[src/hdl/fcba_pkg.sv]
package fcba_pkg;

  localparam int unsigned TABLE_ENTRIES = 4096;

  localparam int unsigned IDX_W     = (TABLE_ENTRIES > 1) ? $clog2(TABLE_ENTRIES) : 1;
  localparam int unsigned BMP_WORDS = (TABLE_ENTRIES + 15) / 16;
  localparam int unsigned BW_W      = (BMP_WORDS > 1) ? $clog2(BMP_WORDS) : 1;
  localparam int unsigned GROUPS    = (BMP_WORDS + 15) / 16;
  localparam int unsigned GW_W      = (GROUPS > 1) ? $clog2(GROUPS) : 1;

  localparam logic        OP_ALLOC  = 1'b0;
  localparam logic        OP_QUERY  = 1'b1;
  localparam logic [15:0] FREE_MARK = 16'h0000;
  localparam logic [15:0] END_MARK  = 16'hFFFF;

  typedef struct packed {
    logic        op;
    logic        has_predecessor;
    logic [11:0] block_index;
  } in_t;

  typedef struct packed {
    logic [15:0] block_value;
    logic        end_of_chain;
    logic        table_full;
  } out_t;

  typedef struct packed {
    logic clr_step;
    logic load_in;
    logic tb_rd;
    logic link;
    logic bm_set;
    logic mark_new;
    logic scan_step;
    logic set_free;
    logic set_full;
    logic res_full;
    logic res_query;
    logic out_load;
  } cmd_t;

  typedef struct packed {
    logic clr_done;
    logic in_op;
    logic in_pred_ok;
    logic full;
    logic scan_hit;
    logic scan_last;
    logic out_free;
  } sts_t;

endpackage

[src/hdl/fcba_ctrl.sv]
module fcba_ctrl (
  input  logic          clk_i,
  input  logic          rst_ni,
  input  logic          in_valid_i,
  output logic          in_ready_o,
  input  fcba_pkg::sts_t sts_i,
  output fcba_pkg::cmd_t cmd_o
);

  typedef enum logic [3:0] {
    ST_CLEAR,
    ST_IDLE,
    ST_Q_RD,
    ST_Q_RES,
    ST_A_LINK,
    ST_A_LSET,
    ST_A_MARK,
    ST_A_MSET,
    ST_A_SCAN,
    ST_A_FREE,
    ST_RESULT
  } state_e;

  state_e state_q, state_d;

  always_comb begin
    state_d = state_q;
    cmd_o   = '0;
    unique case (state_q)
      ST_CLEAR: begin
        cmd_o.clr_step = 1'b1;
        if (sts_i.clr_done) begin
          state_d = ST_IDLE;
        end
      end
      ST_IDLE: begin
        if (in_valid_i) begin
          cmd_o.load_in = 1'b1;
          if (sts_i.in_op == fcba_pkg::OP_QUERY) begin
            state_d = ST_Q_RD;
          end else if (sts_i.full) begin
            cmd_o.res_full = 1'b1;
            state_d        = ST_RESULT;
          end else if (sts_i.in_pred_ok) begin
            state_d = ST_A_LINK;
          end else begin
            state_d = ST_A_MARK;
          end
        end
      end
      ST_Q_RD: begin
        cmd_o.tb_rd = 1'b1;
        state_d     = ST_Q_RES;
      end
      ST_Q_RES: begin
        cmd_o.res_query = 1'b1;
        state_d         = ST_RESULT;
      end
      ST_A_LINK: begin
        cmd_o.link = 1'b1;
        state_d    = ST_A_LSET;
      end
      ST_A_LSET: begin
        cmd_o.bm_set = 1'b1;
        state_d      = ST_A_MARK;
      end
      ST_A_MARK: begin
        cmd_o.mark_new = 1'b1;
        state_d        = ST_A_MSET;
      end
      ST_A_MSET: begin
        cmd_o.bm_set = 1'b1;
        state_d      = ST_A_SCAN;
      end
      ST_A_SCAN: begin
        cmd_o.scan_step = 1'b1;
        if (sts_i.scan_hit) begin
          state_d = ST_A_FREE;
        end else if (sts_i.scan_last) begin
          cmd_o.set_full = 1'b1;
          state_d        = ST_RESULT;
        end
      end
      ST_A_FREE: begin
        cmd_o.set_free = 1'b1;
        state_d        = ST_RESULT;
      end
      ST_RESULT: begin
        if (sts_i.out_free) begin
          cmd_o.out_load = 1'b1;
          state_d        = ST_IDLE;
        end
      end
      default: begin
        state_d = ST_IDLE;
      end
    endcase
  end

  assign in_ready_o = (state_q == ST_IDLE);

  always_ff @(posedge clk_i or negedge rst_ni) begin
    if (!rst_ni) begin
      state_q <= ST_CLEAR;
    end else begin
      state_q <= state_d;
    end
  end

endmodule

[config.mk]
export PLATFORM = sky130hd
export DESIGN_NAME = fcba_ctrl
export DESIGN_NICKNAME = d
export VERILOG_FILES = /design/src/hdl/fcba_pkg.sv /design/src/hdl/fcba_ctrl.sv
export SDC_FILE = /design/constraint.sdc
export NUM_CORES = 1
export LEC_CHECK = 0
export ABC_AREA = 1
export BUFFER_PORTS_ARGS = -buffer_cell sky130_fd_sc_hd__buf_2
export CAP_MARGIN = 20
export CORE_AREA = 2 2 39 41
export DETAILED_ROUTE_END_ITERATION = 12
export DIE_AREA = 0 0 41 43
export SLEW_MARGIN = 5
export SYNTH_ARGS = -nofsm -noshare
export SYNTH_HDL_FRONTEND = slang
export SYNTH_SLANG_ARGS = --single-unit
[constraint.sdc]
create_clock -name clk_i -period 1.5 [get_ports clk_i]
set_clock_uncertainty 0.1 [all_clocks]
set_input_delay 0.3 -clock clk_i [delete_from_list [all_inputs] [get_ports clk_i]]
set_output_delay 0.3 -clock clk_i [all_outputs]
set_load 0.1 [all_outputs]
==> results of run 1 <==
-- through the flow --
stage,setup TNS (ns),setup slack (ns)
6_report,-2.87,-0.278
5_1_grt,-3.75,-0.347
4_1_cts,-2.94,-0.291
3_5_place_dp,-0.0861,-0.0343
3_3_place_gp,-0.0465,-0.0244
2_1_floorplan,-3.17,-0.541
-- repair_timing --
item                                   4_1_cts  5_1_grt
cloned                                       0        0
setup endpoints to repair                   13       17
pin swaps                                    4        0
setup buffers                                2        0
endpoints found under the hold margin        4        0
hold buffers                                 1        0
resized for setup                            7        8
-- metal layers --
layer | GRT usage, % | wire [um]
met4 | 10.7 | 43
met2 | 35.0 | 894
met5 | 0 | 0
met3 | 4.71 | 65
met1 | 24.9 | 570
-- logic make-up (layout without fill, tap and decap cells) --
logic type / after synthesis / in the layout
flip-flops: 4 / 4
AO/OA/AOI/OAI: 5 / 5
buffers and inverters: 16 / 57
AND/OR/NAND/NOR: 55 / 55
-- placed cells by master, fill, tap and decap left out --
master	netlist	routed
nand2_1	21	16
buf_12	0	14
nor2_4	2	10
buf_4	0	10
buf_2	0	9
inv_1	11	8
nand2_2	4	7
nor2_1	14	6
nand2_4	4	5
buf_6	0	4
dfrtp_1	4	4
inv_2	5	3
nor2_2	3	3
clkbuf_4	0	3
inv_4	0	2
clkinvlp_4	0	2
o21ai_0	2	2
nand2_8	0	1
inv_8	0	1
nor3_4	0	1
nand3_4	0	1
nor4_4	0	1
nand4_1	1	1
and2_4	1	1
a21oi_1	1	1
nor3_1	2	1
o211ai_1	1	1
nand3_2	0	1
o21ai_1	1	1
dlygate4sd3_1	0	1
-- how the worst min path moves through the flow --
stage	slack, ns	from	end	depth (start not counted)
CTS	0.27	rst_ni	state_q[2]$_DFFE_PN0P_	2
detailed placement	0.007	rst_ni	state_q[2]$_DFFE_PN0P_	1
global route	0.29	rst_ni	state_q[2]$_DFFE_PN0P_	2
finish	0.28	rst_ni	state_q[2]$_DFFE_PN0P_	2
global placement	0.005	rst_ni	state_q[2]$_DFFE_PN0P_	1
floorplan	-0.1	rst_ni	state_q[0]$_DFFE_PN0P_	0
-- worst max-delay path, delay by kind of cell, from the launching register on --
family / cells / cell delay, ns
and+or+nand+nor: 4 / 0.47
DFF: 1 / 0.40
buffers and inverters: 2 / 0.25
-- cell type report --
| type | count | area (sq um) | share of cell area (%) |
|---|---|---|---|
| inverters | 16 | 80.1 | 7.12 |
| multi-input cells | 60 | 447 | 39.7 |
| well taps | 16 | 20.0 | 1.78 |
| clock buffers | 3 | 22.5 | 2.00 |
| repair buffers | 38 | 455 | 40.5 |
| flip-flops and latches | 4 | 100 | 8.90 |
==> out/metrics.yaml, run 1 <==
status:
  outcome: "finished, violations left"
  violations: "negative setup slack"
yosys:
  synth-main-ff-cell: "dfrtp_1"
  synth_top_family_by_area: "simple AND/OR/NAND/NOR gates"
  ys_top_cells_by_count: "21 x nand2_1, 14 x nor2_1, 11 x inv_1"
  synthMuxAreaShare_pct: 0
  synth_most_common_cell: "nand2_1"
  syn_area_sq_um: 472
  syn_area_per_cell_sq_um: 5.90
  synth_compound_area_share_pct: 5.84
  synth_top_area_share_pct: 21.2
  synth-edff-count: 0
  synth_fp_nets: 90
  yosys-top-cells-area: "dfrtp_1 21%, nand2_1 17%, nor2_1 11%"
  synth_xor_area_share_pct: 0
  synthAdderAreaFrac_pct: 0
  yosysTopAreaCell: "dfrtp_1"
  yosys_warnings: 0
  ys_ff_latch: 4
  synth_cell_types: 18
  async_reset_ff_share_pct: 100
  synthSimpleGateAreaFrac_pct: 60.2
  ys_seq_area_share_pct: 21.2
  synthCells: 80
clock_tree:
  cts_sinks: 4
  cts.htree.levels: 1
  cts_buffer_depth: 2
  clk_pin_slew_worst_paths_ns: 0.05
  cts-root-buf: "clkbuf_4"
  worstSkewPairLatency_ns: 0.25
  cts_tree: "yes"
  numCtsBuffers: 3
layout:
  final_area_sq_mm: 0.00112
  top_regs: "state_q: 4 flops"
  final_core_util_pct: 81.3
  nFillCells: 78
  regMostFlops: "state_q"
  largest_reg_flops: 4
  syn_to_final_growth_pct: 138
  fin_nets: 133
  layout-drive-gt1-share_pct: 65.3
  final_cells: 137
  num_antenna_cells: 0
route:
  route.vias.total: 642
  ant_nets: 0
  drtIter0Drc: 11
  drc: 0
  wl_per_cell_um: 11.5
  totalWireLength_um: 1570
  dr.pass1.iters: 4
  vias_per_cell: 4.69
global_routing:
  antenna_found_initial: 0
  grt_overflow: 0
  grt_use_total_pct: 21.5
  grt_pass1_vias: 642
  grt_start_max_net_pins: 7
  grt_first_pass_wirelength_um: 2590
critical_path:
  critPathMaxFanout: 3
  endpoint: "cmd_o[2]"
  path_cells: "nor2_2 > nand2_2 > inv_8 > nand3_4 > nor2_4 > buf_12"
  regToRegStartpoint: "state_q[1]$_DFFE_PN0P_"
  crit_path_max_incr_delay_ns: 0.40
  ff2ff_path_depth: 9
  cp.required_ns: 1.10
  crit_start: "state_q[2]$_DFFE_PN0P_"
  reg2reg_to: "state_q[2]$_DFFE_PN0P_"
  crit_path_start_kind: "register"
  cp-end-kind: "output pin"
  rrSetupSlack_ns: 0.03
  cp_data_arrival_time_ns: 1.38
  cp_slowest_cell: "dfrtp_1"
  critical_path_class: "reg2out"
sta:
  hold_violations: 0
  setup_violations: 13
  maxClockFrequency_mhz: 562
  tightest_slew_ns: 0.266
  rsz0062_at_grt: "yes"
  fin_ws_ns: -0.278
  period_minus_slack_ns: 1.78
  slew_violations: 0
  min_period_over_period_pct: 119
  holdWs_ns: 0.278
  relSlewSlack_pct: 82.1
min_path:
  hold_class: "in2async"
place:
  globalplace.congestion: 0.853
  dpl.cell_count: 131
  place_area_sq_mm: 0.00102
  port_buffers: 22
  dpl.hpwl_um: 1260
die:
  coreArea_sq_mm: 0.00138
  die_area_sq_mm: 0.00176
  initial_core_util_pct: 34.1
  chipWidth_um: 41
  io_pins: 23
  rows: 14
  die_h_um: 43
job:
  maxCapViolCount: 0
Power of run 1 is left out: the tool's default activity adds up to more than one toggle a clock period on the data nets, which glitch-free logic cannot reach.
==> run 2, diff against run 1 <==
==> constraint.sdc (replaced) <==
create_clock -name clk_i -period 1.5 [get_ports clk_i]
set_clock_uncertainty 0.1 [all_clocks]
set_input_delay 0 -clock clk_i [delete_from_list [all_inputs] [get_ports clk_i]]
set_output_delay 0 -clock clk_i [all_outputs]
set_load 0.1 [all_outputs]
==> run 2 against run 1 <==
Compared with the run above: the flow now finishes without violations; sequential share of layout area increased by 0.62 points; non-clock buffer count decreased by 2; design area decreased by 3.0%; critical path type unchanged; critical endpoint unchanged; largest cell class is now multi-input combinational cells.
==> out/metrics.yaml, run 2 (same netlist as run 1, synthesis figures left out) <==
critical_path:
  endpoint: "cmd_o[2]"  # unchanged
  reg2reg_to: "state_q[1]$_DFFE_PN0P_"  # was state_q[2]$_DFFE_PN0P_
  crit_start: "state_q[1]$_DFFE_PN0P_"  # was state_q[2]$_DFFE_PN0P_
  crit_path_start_kind: "register"  # unchanged
  ff2ff_path_depth: 8  # was 9
  critical_path_class: "reg2out"  # unchanged
  regToRegStartpoint: "state_q[1]$_DFFE_PN0P_"  # unchanged
  cp_data_arrival_time_ns: 1.39  # was 1.38 ns
  rrSetupSlack_ns: 0.03  # about the same
  critPathMaxFanout: 3  # unchanged
  cp-end-kind: "output pin"  # unchanged
  cp.required_ns: 1.40  # was 1.10 ns
layout:
  nFillCells: 79  # was 78
  top_regs: "state_q: 4 flops"  # unchanged
  final_common_cell: "nand2_1"  # unchanged
  num_antenna_cells: 0  # unchanged
  largest_reg_flops: 4  # unchanged
  fin_nets: 131  # was 133
  layout_common_cells: "20 x nand2_1, 13 x buf_12, 11 x nor2_4"  # was 16 x nand2_1, 14 x buf_12, 10 x nor2_4, 10 x buf_4, 9 x buf_2
  syn_to_final_growth_pct: 131  # was 138%
  multi_input_area_sq_um: 444  # was 447 sq um
  regMostFlops: "state_q"  # unchanged
  seq_area_sq_um: 104  # was 100 sq um
  layout-drive-gt1-share_pct: 61.3  # was 65.3%
clock_tree:
  cts_buffer_depth: 2  # unchanged
  worstSkewPairLatency_ns: 0.24  # was 0.25 ns
  cts_sinks: 4  # unchanged
  cts.htree.levels: 1  # unchanged
  numCtsBuffers: 3  # unchanged
  clk_pin_slew_worst_paths_ns: 0.04  # was 0.05 ns
  cts_tree: "yes"  # unchanged
  cts-root-buf: "clkbuf_4"  # unchanged
global_routing:
  antenna_found_initial: 0  # unchanged
  grt_pass1_vias: 580  # was 642
  grt_use_total_pct: 20.0  # was 21.5%
  grt_start_max_net_pins: 7  # unchanged
  grt_first_pass_wirelength_um: 2420  # was 2590 um
  grt_overflow: 0  # unchanged
route:
  vias_per_cell: 4.75  # was 4.69
  route.vias.total: 641  # was 642
  ant_nets: 0  # unchanged
  dr.pass1.iters: 4  # unchanged
  totalWireLength_um: 1740  # was 1570 um
  drc: 0  # unchanged
  drtIter0Drc: 18  # was 11
  wl_per_cell_um: 12.9  # was 11.5 um
die:
  initial_core_util_pct: 34.1  # unchanged
  die_h_um: 43  # unchanged
  die_area_sq_mm: 0.00176  # unchanged
  io_pins: 23  # unchanged
  coreArea_sq_mm: 0.00138  # unchanged
  chipWidth_um: 41  # unchanged
  rows: 14  # unchanged
place:
  port_buffers: 22  # unchanged
  dpl.hpwl_um: 1120  # was 1260 um
  globalplace.congestion: 0.814  # was 0.853
sta:
  min_period_over_period_pct: 99.6  # was 119%
  rsz0062_at_grt: "yes"  # unchanged
  holdWs_ns: 0.0651  # was 0.278 ns
  slew_violations: 0  # unchanged
  period_minus_slack_ns: 1.49  # was 1.78 ns
  hold_violations: 0  # unchanged
  maxClockFrequency_mhz: 669  # was 562 MHz
  setup_violations: 0  # was 13
  tightest_slew_ns: 0.267  # was 0.266 ns
  relSlewSlack_pct: 82.1  # about the same
min_path:
  hold_class: "in2reg"  # was in2async
  hold_path_startpoint: "in_valid_i"
status:
  outcome: "finished, final reports clean"  # was finished, violations left
job:
  maxCapViolCount: 0  # unchanged
run 2: cell types whose count changed in the layout (fill, tap and decap cells not counted), sizes merged:
cell          before  now
buf               37   33
dlygate4sd3        1    2
dlymetal6s4s       0    1
inv               14   16
clkinvlp           2    0
run 2: how the worst min path moves through the flow:
stage                                  end  slack, ns  depth (start not counted)
finish              state_q[0]$_DFFE_PN0P_       0.07                          4
CTS                 state_q[1]$_DFFE_PN0P_       0.03                          4
floorplan           state_q[0]$_DFFE_PN0P_      -0.40                          0
global route        state_q[1]$_DFFE_PN0P_       0.10                          4
global placement    state_q[3]$_DFFE_PN0P_      -0.29                          1
detailed placement  state_q[2]$_DFFE_PN0P_      -0.28                          1
run 2: repair_timing:
action | CTS | global route
setup buffers | 5 | 6
resized for setup | 9 | 16
endpoints found under the setup margin | 1 | 12
hold buffers | 3 | 0
hold endpoints to repair | 4 | 0
pin swaps | 1 | 10
run 2: cell type report:
class / count / share of cell area (%)
tap: 16 / 1.83
clock buffer: 3 / 2.06
inverter: 16 / 6.65
timing repair buffer: 36 / 39.2
multi-input combinational: 60 / 40.7
sequential: 4 / 9.52
run 2: metal layers:
| metal | share of wire [%] | wire, um | GRT usage (%) | vias up |
|---|---|---|---|---|
| met4 | 0.86 | 15 | 4.00 | 0 |
| met2 | 59 | 1030 | 36.3 | 24 |
| met5 | 0 | 0 | 0 | - |
| met3 | 3.6 | 62 | 1.57 | 2 |
| met1 | 36 | 630 | 23.8 | 293 |
| li1 | - | - | - | 322 |
run 2: metrics by stage:
step / utilization [%] / area, sq um / setup slack (ns) / std cells / TNS [ns]
2_1_floorplan: - / 541 / -0.252 / 80 / -1.66
3_5_place_dp: 62.6 / 866 / 0.0607 / 118 / 0
3_3_place_gp: 62.6 / 866 / 0.102 / 118 / 0
6_report: 78.8 / 1090 / 0.00543 / 135 / 0
4_1_cts: 71.0 / 982 / -0.00553 / 129 / -0.00553
5_1_grt: 78.8 / 1090 / -0.0355 / 135 / -0.117
run 2: critical path, stage by stage, from the launching register on:
cell and delay, ns:
dfrtp_2 0.41, buf_6 0.12, nor2_4 0.11, nand2_4 0.09
inv_8 0.07, nand3_4 0.07, nor2_4 0.10, buf_12 0.18
Power of run 2 is left out for the same reason.
